===== src/rtl/core/utf8_display_width_macros.svh =====
// Assertion macros shared by the UTF-8 display width RTL.
`ifndef UTF8_DISPLAY_WIDTH_MACROS_SVH
`define UTF8_DISPLAY_WIDTH_MACROS_SVH

// Checks a condition in the same cycle as its trigger.
`define UTF8DW_ASSERT_NOW(label, ante, cons, msg) \
  label: assert property (@(posedge clk) disable iff (rst) (ante) |-> (cons)) \
    else $error(msg);

// Checks a condition in the cycle after its trigger.
`define UTF8DW_ASSERT_NEXT(label, ante, cons, msg) \
  label: assert property (@(posedge clk) disable iff (rst) (ante) |=> (cons)) \
    else $error(msg);

`endif


===== src/rtl/core/utf8dw_pkg.sv =====
// Types, constants and code point classification for the UTF-8 display width block.
package utf8dw_pkg;

  localparam int SUM_BITS = 32;
  localparam int OUT_BITS = 32;
  localparam int CP_BITS  = 21;

  localparam logic [CP_BITS-1:0] REPL_CP = 21'h00FFFD;
  localparam logic [CP_BITS-1:0] ZWJ_CP  = 21'h00200D;

  typedef logic [CP_BITS-1:0] cp_t;

  // One byte step as it leaves the input register.
  typedef struct packed {
    logic       fire;
    logic [7:0] data_byte;
    logic       present;
    logic       last;
  } step_t;

  // What the decoder hands to the accumulator for one step.
  typedef struct packed {
    logic       cp_valid;
    cp_t        cp;
    logic [1:0] flush_inc;
  } dec_t;

  // Total length of the sequence opened by a lead byte; 1 when the lead is invalid.
  function automatic logic [2:0] seq_len(input logic [7:0] c);
    logic [2:0] len;
    len = 3'd1;
    if (c[7:5] == 3'b110) len = 3'd2;
    else if (c[7:4] == 4'b1110) len = 3'd3;
    else if (c[7:3] == 5'b11110) len = 3'd4;
    return len;
  endfunction

  function automatic logic is_mark(input cp_t cp);
    return (cp >= 21'h0300 && cp <= 21'h036F) || (cp >= 21'h1DC0 && cp <= 21'h1DFF)
        || (cp >= 21'h20D0 && cp <= 21'h20FF) || (cp >= 21'hFE20 && cp <= 21'hFE2F);
  endfunction

  function automatic logic is_wide(input cp_t cp);
    return (cp >= 21'h1100 && cp <= 21'h115F)
        || (cp >= 21'h2E80 && cp <= 21'hA4CF && cp != 21'h303F)
        || (cp >= 21'hAC00 && cp <= 21'hD7A3)
        || (cp >= 21'hF900 && cp <= 21'hFAFF)
        || (cp >= 21'hFE10 && cp <= 21'hFE19)
        || (cp >= 21'hFF00 && cp <= 21'hFF60)
        || (cp >= 21'hFFE0 && cp <= 21'hFFE6)
        || (cp >= 21'h1F000 && cp <= 21'h1F9FF)
        || (cp >= 21'h20000 && cp <= 21'h3FFFD);
  endfunction

  // Columns taken by a code point that is not a joiner.
  function automatic logic [1:0] cp_weight(input cp_t cp);
    logic [1:0] w;
    if (cp == REPL_CP || is_mark(cp)) w = 2'd0;
    else if (cp < 21'h20 || (cp >= 21'h7F && cp < 21'hA0)) w = 2'd0;
    else if (is_wide(cp)) w = 2'd2;
    else w = 2'd1;
    return w;
  endfunction

endpackage


===== src/rtl/core/utf8dw_decoder.sv =====
// Lenient UTF-8 decoder with the pending byte buffer and the end of string flush.
`include "utf8_display_width_macros.svh"

module utf8dw_decoder (
  input  logic                clk,
  input  logic                rst,
  input  utf8dw_pkg::step_t   step,
  output utf8dw_pkg::dec_t    dec
);

  logic [7:0] pend0, pend1, pend2;
  logic [1:0] pend_cnt;
  logic [1:0] pend_cnt_next;

  logic [7:0] b0, b1, b2;
  logic [2:0] need, n_new, n_flush;
  logic       complete;
  utf8dw_pkg::cp_t pair_cp;

  // A lone byte read again as a lead counts one column only if it is printable ASCII.
  function automatic logic single_weight(input logic [7:0] b);
    return (b[7] == 1'b0) && (b >= 8'h20) && (b != 8'h7F);
  endfunction

  always_comb begin
    b0 = (pend_cnt == 2'd0) ? step.data_byte : pend0;
    b1 = (step.present && pend_cnt == 2'd1) ? step.data_byte : pend1;
    b2 = (step.present && pend_cnt == 2'd2) ? step.data_byte : pend2;
    need     = utf8dw_pkg::seq_len(b0);
    n_new    = {1'b0, pend_cnt} + 3'd1;
    complete = step.present && (n_new >= need);
    if (complete) n_flush = 3'd0;
    else if (step.present) n_flush = n_new;
    else n_flush = {1'b0, pend_cnt};
  end

  // The held lead of a cut-off sequence gives a zero width replacement; the bytes
  // after it are read again as leads and can only form ASCII or a two-byte code point.
  always_comb begin
    dec.cp_valid = complete;
    unique case (need)
      3'd1: dec.cp = b0[7] ? utf8dw_pkg::REPL_CP : {13'd0, b0};
      3'd2: dec.cp = {10'd0, b0[4:0], b1[5:0]};
      3'd3: dec.cp = {5'd0, b0[3:0], b1[5:0], b2[5:0]};
      3'd4: dec.cp = {b0[2:0], b1[5:0], b2[5:0], step.data_byte[5:0]};
      default: dec.cp = utf8dw_pkg::REPL_CP;
    endcase
    pair_cp = {10'd0, b1[4:0], b2[5:0]};
    dec.flush_inc = 2'd0;
    if (n_flush == 3'd3 && b1[7:5] == 3'b110) begin
      dec.flush_inc = utf8dw_pkg::cp_weight(pair_cp);
    end else if (n_flush == 3'd3) begin
      dec.flush_inc = {1'b0, single_weight(b1)} + {1'b0, single_weight(b2)};
    end else if (n_flush == 3'd2) begin
      dec.flush_inc = {1'b0, single_weight(b1)};
    end
  end

  always_comb begin
    pend_cnt_next = pend_cnt;
    if (step.fire) begin
      if (step.last || complete) pend_cnt_next = 2'd0;
      else if (step.present) pend_cnt_next = n_new[1:0];
    end
  end

  always_ff @(posedge clk) begin
    if (rst) begin
      pend_cnt <= 2'd0;
    end else begin
      pend_cnt <= pend_cnt_next;
    end
  end

  always_ff @(posedge clk) begin
    if (step.fire && step.present && !complete && !step.last) begin
      unique case (pend_cnt)
        2'd0: pend0 <= step.data_byte;
        2'd1: pend1 <= step.data_byte;
        2'd2: pend2 <= step.data_byte;
        default: pend2 <= pend2;
      endcase
    end
  end

  `UTF8DW_ASSERT_NOW(a_pend_lead, pend_cnt != 2'd0, utf8dw_pkg::seq_len(pend0) != 3'd1, "no lead")

endmodule


===== src/rtl/core/utf8dw_accum.sv =====
// Joiner handling, saturating column sum and the result register.
`include "utf8_display_width_macros.svh"

module utf8dw_accum (
  input  logic                            clk,
  input  logic                            rst,
  input  utf8dw_pkg::step_t               step,
  input  utf8dw_pkg::dec_t                dec,
  input  logic                            width_stall,
  output logic                            width_valid,
  output logic [utf8dw_pkg::OUT_BITS-1:0] col_width
);

  logic                              swallow, swallow_next;
  logic [utf8dw_pkg::SUM_BITS-1:0]   sum, sum_next, sum_sat;
  logic [utf8dw_pkg::SUM_BITS:0]     sum_ext;
  logic [1:0]                        inc;
  logic                              width_valid_next;

  // Only a transaction that leaves the input register may move the joiner flag.
  always_comb begin
    inc          = 2'd0;
    swallow_next = swallow;
    if (step.fire) begin
      if (dec.cp_valid) begin
        if (swallow) begin
          swallow_next = 1'b0;
        end else if (dec.cp == utf8dw_pkg::ZWJ_CP) begin
          swallow_next = 1'b1;
        end else begin
          inc = utf8dw_pkg::cp_weight(dec.cp);
        end
      end else if (step.last) begin
        inc = dec.flush_inc;
      end
      if (step.last) swallow_next = 1'b0;
    end
    sum_ext = {1'b0, sum} + (utf8dw_pkg::SUM_BITS + 1)'(inc);
    sum_sat = sum_ext[utf8dw_pkg::SUM_BITS] ? '1 : sum_ext[utf8dw_pkg::SUM_BITS-1:0];
  end

  always_comb begin
    sum_next         = sum;
    width_valid_next = width_valid && width_stall;
    if (step.fire) begin
      if (step.last) begin
        sum_next         = '0;
        width_valid_next = 1'b1;
      end else begin
        sum_next = sum_sat;
      end
    end
  end

  always_ff @(posedge clk) begin
    if (rst) begin
      sum         <= '0;
      swallow     <= 1'b0;
      width_valid <= 1'b0;
    end else begin
      sum         <= sum_next;
      swallow     <= swallow_next;
      width_valid <= width_valid_next;
    end
  end

  always_ff @(posedge clk) begin
    if (step.fire && step.last) begin
      col_width <= utf8dw_pkg::OUT_BITS'(sum_sat);
    end
  end

  `UTF8DW_ASSERT_NEXT(a_end_clears, step.fire && step.last, sum == '0 && !swallow, "not cleared")
  `UTF8DW_ASSERT_NEXT(a_sum_grows, step.fire && !step.last, sum >= $past(sum), "sum decreased")

endmodule


===== src/rtl/core/utf8_display_width.sv =====
// Top level of the UTF-8 terminal column width block.
//
//   Channel | Direction | Handshake                | Payload
//   --------+-----------+--------------------------+-----------------------------------
//   byte    | in        | byte_valid / byte_stall  | data_byte, byte_present, last
//   width   | out       | width_valid / width_stall| col_width
//
// One byte transaction is taken every cycle unless byte_stall is high; the width of a
// string is loaded into the result register at the edge that moves its last transaction
// out of the input register.
// The pace is set by the single decode and add stage between the two registers.
// byte_stall rises only while an end-of-string byte waits for the result register.
// rst is synchronous and clears the pending bytes, the joiner flag and the sum.
`include "utf8_display_width_macros.svh"

module utf8_display_width (
  input  logic        clk,
  input  logic        rst,
  input  logic        byte_valid,
  output logic        byte_stall,
  input  logic [7:0]  data_byte,
  input  logic        byte_present,
  input  logic        last,
  output logic        width_valid,
  input  logic        width_stall,
  output logic [31:0] col_width
);

  // Input register: holds one accepted byte transaction.
  logic       s1_valid, s1_valid_next;
  logic [7:0] s1_byte;
  logic       s1_present;
  logic       s1_last;

  logic              fire;
  logic              accept;
  utf8dw_pkg::step_t step;
  utf8dw_pkg::dec_t  dec;

  // A byte that ends no string never needs the result register, so it always
  // moves on; an end-of-string byte waits until the result slot is free or draining.
  assign fire       = s1_valid && (!s1_last || !width_valid || !width_stall);
  assign byte_stall = s1_valid && !fire;
  assign accept     = byte_valid && !byte_stall;

  always_comb begin
    s1_valid_next = s1_valid;
    if (accept) s1_valid_next = 1'b1;
    else if (fire) s1_valid_next = 1'b0;
  end

  always_ff @(posedge clk) begin
    if (rst) begin
      s1_valid <= 1'b0;
    end else begin
      s1_valid <= s1_valid_next;
    end
  end

  always_ff @(posedge clk) begin
    if (accept) begin
      s1_byte    <= data_byte;
      s1_present <= byte_present;
      s1_last    <= last;
    end
  end

  always_comb begin
    step.fire      = fire;
    step.data_byte = s1_byte;
    step.present   = s1_present;
    step.last      = s1_last;
  end

  utf8dw_decoder u_decoder (
    .clk  (clk),
    .rst  (rst),
    .step (step),
    .dec  (dec)
  );

  utf8dw_accum u_accum (
    .clk         (clk),
    .rst         (rst),
    .step        (step),
    .dec         (dec),
    .width_stall (width_stall),
    .width_valid (width_valid),
    .col_width   (col_width)
  );

  `UTF8DW_ASSERT_NOW(a_stall_cause, byte_stall, s1_last && width_valid && width_stall, "bad stall")

endmodule

===== config.mk =====
export PLATFORM = sky130hd
export DESIGN_NAME = utf8_display_width
export DESIGN_NICKNAME = d
export VERILOG_FILES = /design/src/rtl/core/utf8dw_pkg.sv /design/src/rtl/core/utf8dw_decoder.sv /design/src/rtl/core/utf8dw_accum.sv /design/src/rtl/core/utf8_display_width.sv
export VERILOG_INCLUDE_DIRS = /design/src /design/src/rtl/core
export SDC_FILE = /design/constraint.sdc
export NUM_CORES = 1
export LEC_CHECK = 0
export ABC_AREA = 1
export BUFFER_PORTS_ARGS = -buffer_cell sky130_fd_sc_hd__clkbuf_2
export CAP_MARGIN = 30
export CORE_ASPECT_RATIO = 1.5
export CORE_UTILIZATION = 55
export CTS_CLUSTER_DIAMETER = 120
export CTS_CLUSTER_SIZE = 25
export DETAILED_ROUTE_END_ITERATION = 10
export PLACE_DENSITY_LB_ADDON = 0.3
export SYNTH_ARGS = -nofsm -noshare
export SYNTH_HDL_FRONTEND = slang
export SYNTH_HIERARCHICAL = 1
export SYNTH_SLANG_ARGS = --single-unit

===== constraint.sdc =====
create_clock -name clk -period 5.7 [get_ports clk]
set_input_delay 1.14 -clock clk [delete_from_list [all_inputs] [get_ports clk]]
set_output_delay 1.14 -clock clk [all_outputs]
set_load 0.005 [all_outputs]

=== Word level (Yosys, flattened, before mapping) ===
Index checks and enable logic that the tools add are counted.
W data, S select, Z words.

* Reductions and logical operators: 64
* Bitwise gates (word level): 2
* $add $sub $neg: 3
* Mux-type cells: 35
* Equal/unequal tests: 17
* $lt $le $gt $ge: 37

{| class="wikitable"
|+ Operators with widths
! kind !! number
|-
| $le A21 B16 Y1 const B || 7
|-
| $ge A21 B16 Y1 const B || 6
|-
| $pmux W21 S4 || 1
|-
| $mux W32 || 2
|-
| $ge A21 B13 Y1 const B || 2
|-
| $ge A21 B14 Y1 const B || 2
|-
| $le A21 B13 Y1 const B || 2
|-
| $add A32 B2 Y33 || 1
|-
| $logic_and A1 B1 Y1 || 33
|-
| $mux W2 || 13
|-
| $mux W8 || 3
|-
| $eq A21 B14 Y1 const B || 1
|-
| $eq A21 B16 Y1 const B || 1
|-
| $ge A21 B10 Y1 const B || 1
|-
| $ge A21 B17 Y1 const B || 1
|-
| $ge A21 B18 Y1 const B || 1
|-
| $ge A21 B7 Y1 const B || 1
|-
| $le A21 B10 Y1 const B || 1
|-
| $le A21 B14 Y1 const B || 1
|-
| $le A21 B17 Y1 const B || 1
|-
| $le A21 B18 Y1 const B || 1
|-
| $lt A21 B6 Y1 const B || 1
|-
| $lt A21 B8 Y1 const B || 1
|-
| $ne A21 B14 Y1 const B || 1
|-
| 26 further kinds || 73
|}

* Word-level logic and storage cells: 170
* Input port bits: 14
* Register bits after elaboration: 103
* Output and inout bits: 34

=== Logic depth before layout (Yosys ltp) ===
* Word-level depth: 29
* Depth in mapped cells: 40
* Mapped depth without buffers: 39

=== Hierarchy ===
The synthesis kept the hierarchy.

{| class="wikitable"
|+ By module, submodules not included
! module !! times used !! area an instance (µm²) !! sequential area each (µm²) !! cells an instance
|-
| utf8dw_accum || 1 || 4702.0 || 1641.6 || 697
|-
| utf8dw_decoder || 1 || 1929.4 || 760.7 || 251
|-
| utf8_display_width || 1 || 355.3 || 320.3 || 19
|}

=== Least setup slack after synthesis ===
Ideal clock, no wire load.

* Path kind: register to register
* Start: reg u_decoder.pend_cnt[0]
* End: reg u_accum/sum[7] in the netlist's numbering
* Period minus slack after synthesis: 4.612 ns
* Path slack: 1.088 ns
* Stages on the path, launching flop included: 40
* Library setup time: 0.069 ns
* Arrival time: 4.542 ns
* Path through: dfxtp_1 inv_1 ha_1 buf_6 nand2_1 nand2_2 nand2_1 nor2_4 nand2_4 inv_2 nor3_4 nand2_2 o221ai_1 nand2_1 inv_1 nand2_1 nor2_1 nand3_1 [... 4 more ...] nor2_1 nand2_1 nor2_1 nand2_1 a21oi_1 ha_1 fa_1 nand3_4 nor2_4 nand2_4 nor2_4 nand3_2 inv_2 nand4_4 buf_6 nand2_2 nand2_2 a21oi_2

{| class="wikitable"
|+ RTL lines
! what !! RTL line !! text
|-
| start, declared || utf8dw_decoder.sv:12 || <nowiki>logic [1:0] pend_cnt;</nowiki>
|-
| start signal, assigned || utf8dw_decoder.sv:71 || <nowiki>pend_cnt <= pend_cnt_next;</nowiki>
|-
| end signal, assigned || utf8dw_accum.sv:61 || <nowiki>sum <= sum_next;</nowiki>
|-
| end, declared || utf8dw_accum.sv:15 || <nowiki>logic [utf8dw_pkg::SUM_BITS-1:0] sum, sum_next, sum_sat;</nowiki>
|}

==> reports/qor.yml <==
place_ws_ns: 0.00674
grt_use_total: 0.318
drive_gt1_frac: 0.203
synth_fp_nets: 991
finalHoldViolCount: 0
vias: 6758
critPathMaxStageDelay_ns: 0.36
fmax_mhz: 191
status: "finished, final reports clean"
grt_first_pass_wirelength_um: 32000
root_buffer: "clkbuf_16"
grt_max_degree: 35
fp.dieArea_sq_mm: 0.0132
nFillCells: 1108
power_leakage_nw: 3.48
cts_num_sinks: 103
worst_pin_slew_ns: 0.929
synth_area_sq_mm: 0.00699
cts_tree: "built"
crit_fanout: 12
required_ns: 5.98
worst-setup-path-type: "reg2reg"
ys.flop_type: "edfxtp_1"
hold_path_class: "reg2reg"
finalWorstSetupSlack_ns: 0.473
ir_drop_mv: 0.221
synth_edf_count: 66
rsz0062_at_grt: "false"
ios: 48
fin_area_sq_mm: 0.00803
period_needed_ns: 5.23
drv_slew: 0
htree_levels: 3
antenna_cells: 0
clock_skew_ns: 0.0162
place_area_sq_mm: 0.00766
critPathMostFrequentCell: "nand2_1"
numCtsBuffers: 9
drt_first_pass_iters: 5
slew_headroom: 0.378
first_global_vias: 6483
synth_top_cell_area_share: 0.284
synth_area_per_cell_sq_um: 7.23
synth_seq_cells: 103
drt-initial-drc-count: 435
portBuffers: 47
synthesis.instances: 967
start_util: 0.561
worstPathArrival_ns: 5.50
tns_ns: 0
place.gp.congestion: 0.986
rows: 50
synth_common_cells: "nand2_1 (299), inv_1 (112), nor2_1 (98)"
ys_seq_area_frac: 0.390
antenna_found_initial: 0
insertion_delay_ns: 0.36
grt_overflow: 0
synth_cell_types: 52
max-clock-path-buffers: 2
drv_cap: 0
async_flop_share: 0
final.period_utilization: 0.917
wl_um: 20000
whs_path_depth: 2
coreArea_sq_mm: 0.0124
setup_viol_count_final: 0
end_kind: "register"
viasPerCell: 5.60
hold_buffers: 0
synth_area_leaders: "edfxtp_1 (28%), nand2_1 (16%), dfxtp_1 (11%), inv_1 (6.0%), nor2_1 (5.3%)"
drc: 0
syn_to_final_growth_pct: 14.9
clkTransAtPathRegs_ns: 0.08
final_util: 0.645
drt.antenna.violating_nets: 0
powerDensity_mw_per_mm2: 220
slowest_stage: "dfxtp_2"
reg2regPathDepth: 40
startpoint_type: "register"
p_total_mw: 1.77
synth_top_cell_by_area: "edfxtp_1"
die_x_um: 94.0
hpwl_um: 15500
final_nets: 1069
die_y_um: 140
synth_most_common_cell: "nand2_1"
yosysWarnings: 6
detail_route.wl_per_cell_um: 16.6
[final timing paths]
kind	start	to	slack (ns)
min reg2reg	u_accum/sum[0]	u_accum/sum[0]	0.49
max reg2reg	u_decoder/pend_cnt[1]	u_accum/sum[24]	0.47
max	u_decoder/pend_cnt[1]	u_accum/sum[24]	0.47
min	u_accum/sum[0]	u_accum/sum[0]	0.49
[routing by layer]
| layer | global-route usage | vias up | routed length (um) |
|---|---|---|---|
| met5 | 0 | - | 0 |
| met4 | 0.174 | 0 | 1050 |
| met3 | 0.0440 | 66 | 1090 |
| met2 | 0.587 | 252 | 10600 |
| met1 | 0.341 | 3108 | 7280 |
| li1 | - | 3332 | - |
[state kept, by name, summed over array words and instances (netlist names)]
name	count
s1_byte	8
s1_last	1
s1_present	1
s1_valid	1
u_accum/col_width	32
u_accum/sum	32
u_accum/swallow	1
u_accum/width_valid	1
u_decoder/pend0	8
u_decoder/pend1	8
u_decoder/pend2	8
u_decoder/pend_cnt	2
[report_power, final]
group	switching, mW	leakage (nW)	internal, mW	total, mW
clock network	0.300	0.139	0.308	0.609
logic	0.238	2.40	0.111	0.349
registers	0.00840	0.943	0.802	0.811
total	0.547	3.48	1.22	1.77
[final cells by class]
type                    instances  area [sq um]  share of cell area
flip-flops and latches        103          2720               0.339
clock buffers                  10           229              0.0285
inverters                     120           450              0.0561
repair buffers                 95           641              0.0798
well taps                     156           195              0.0243
multi-input cells             716          3730               0.464
clock inverters                 6          61.3             0.00763
[repair_timing]
item | 4_1_cts | 5_1_grt
endpoints found under the hold margin | 0 | 0
setup endpoints to repair | 2 | 64
buffers inserted | 0 | 1
gates resized for setup | 1 | 16
pin swaps | 0 | 3
[cells by family (layout without fill, tap and decap cells)]
kind of cell / Yosys count / after routing / synth area share
XOR/XNOR: 7 / 7 / 0.00878
flip-flops: 103 / 103 / 0.390
buffers and inverters: 148 / 231 / 0.0876
multiplexers: 2 / 2 / 0.00304
adder cells (fa/ha/maj): 10 / 10 / 0.0190
AND/OR/NAND/NOR: 580 / 580 / 0.387
AO/OA/AOI/OAI: 117 / 117 / 0.105
[through the flow]
step           hold WS, ns  std cells
2_1_floorplan        0.445        967
3_3_place_gp         0.471       1188
3_5_place_dp         0.476       1189
4_1_cts              0.487       1205
5_1_grt              0.518       1206
6_report             0.487       1206
[critical path, delay by kind of cell, from the launching register on]
kind	cells	cell delay, ns
compound gates	5	0.78
flops	1	0.36
fa+ha+maj	3	0.67
buf+inv	6	0.77
simple gates	26	2.59
[cell usage in the layout, fill, tap and decap left out, drive strengths merged, types with 2 or more instances in the layout]
cell	Yosys	routed
nor3	39	39
xor2	5	5
nand4	22	22
a211oi	3	3
nand3	73	73
buf	18	48
dfxtp	37	37
o221ai	4	4
o21ai	39	39
nor4	3	3
nor2	107	107
o2111ai	8	8
or2	11	11
nand3b	2	2
clkbuf	10	57
o22ai	3	3
inv	120	124
ha	9	9
o21a	4	4
nand2	320	320
edfxtp	66	66
xnor2	2	2
a21oi	54	54
Power figures use the tool's default switching activity.
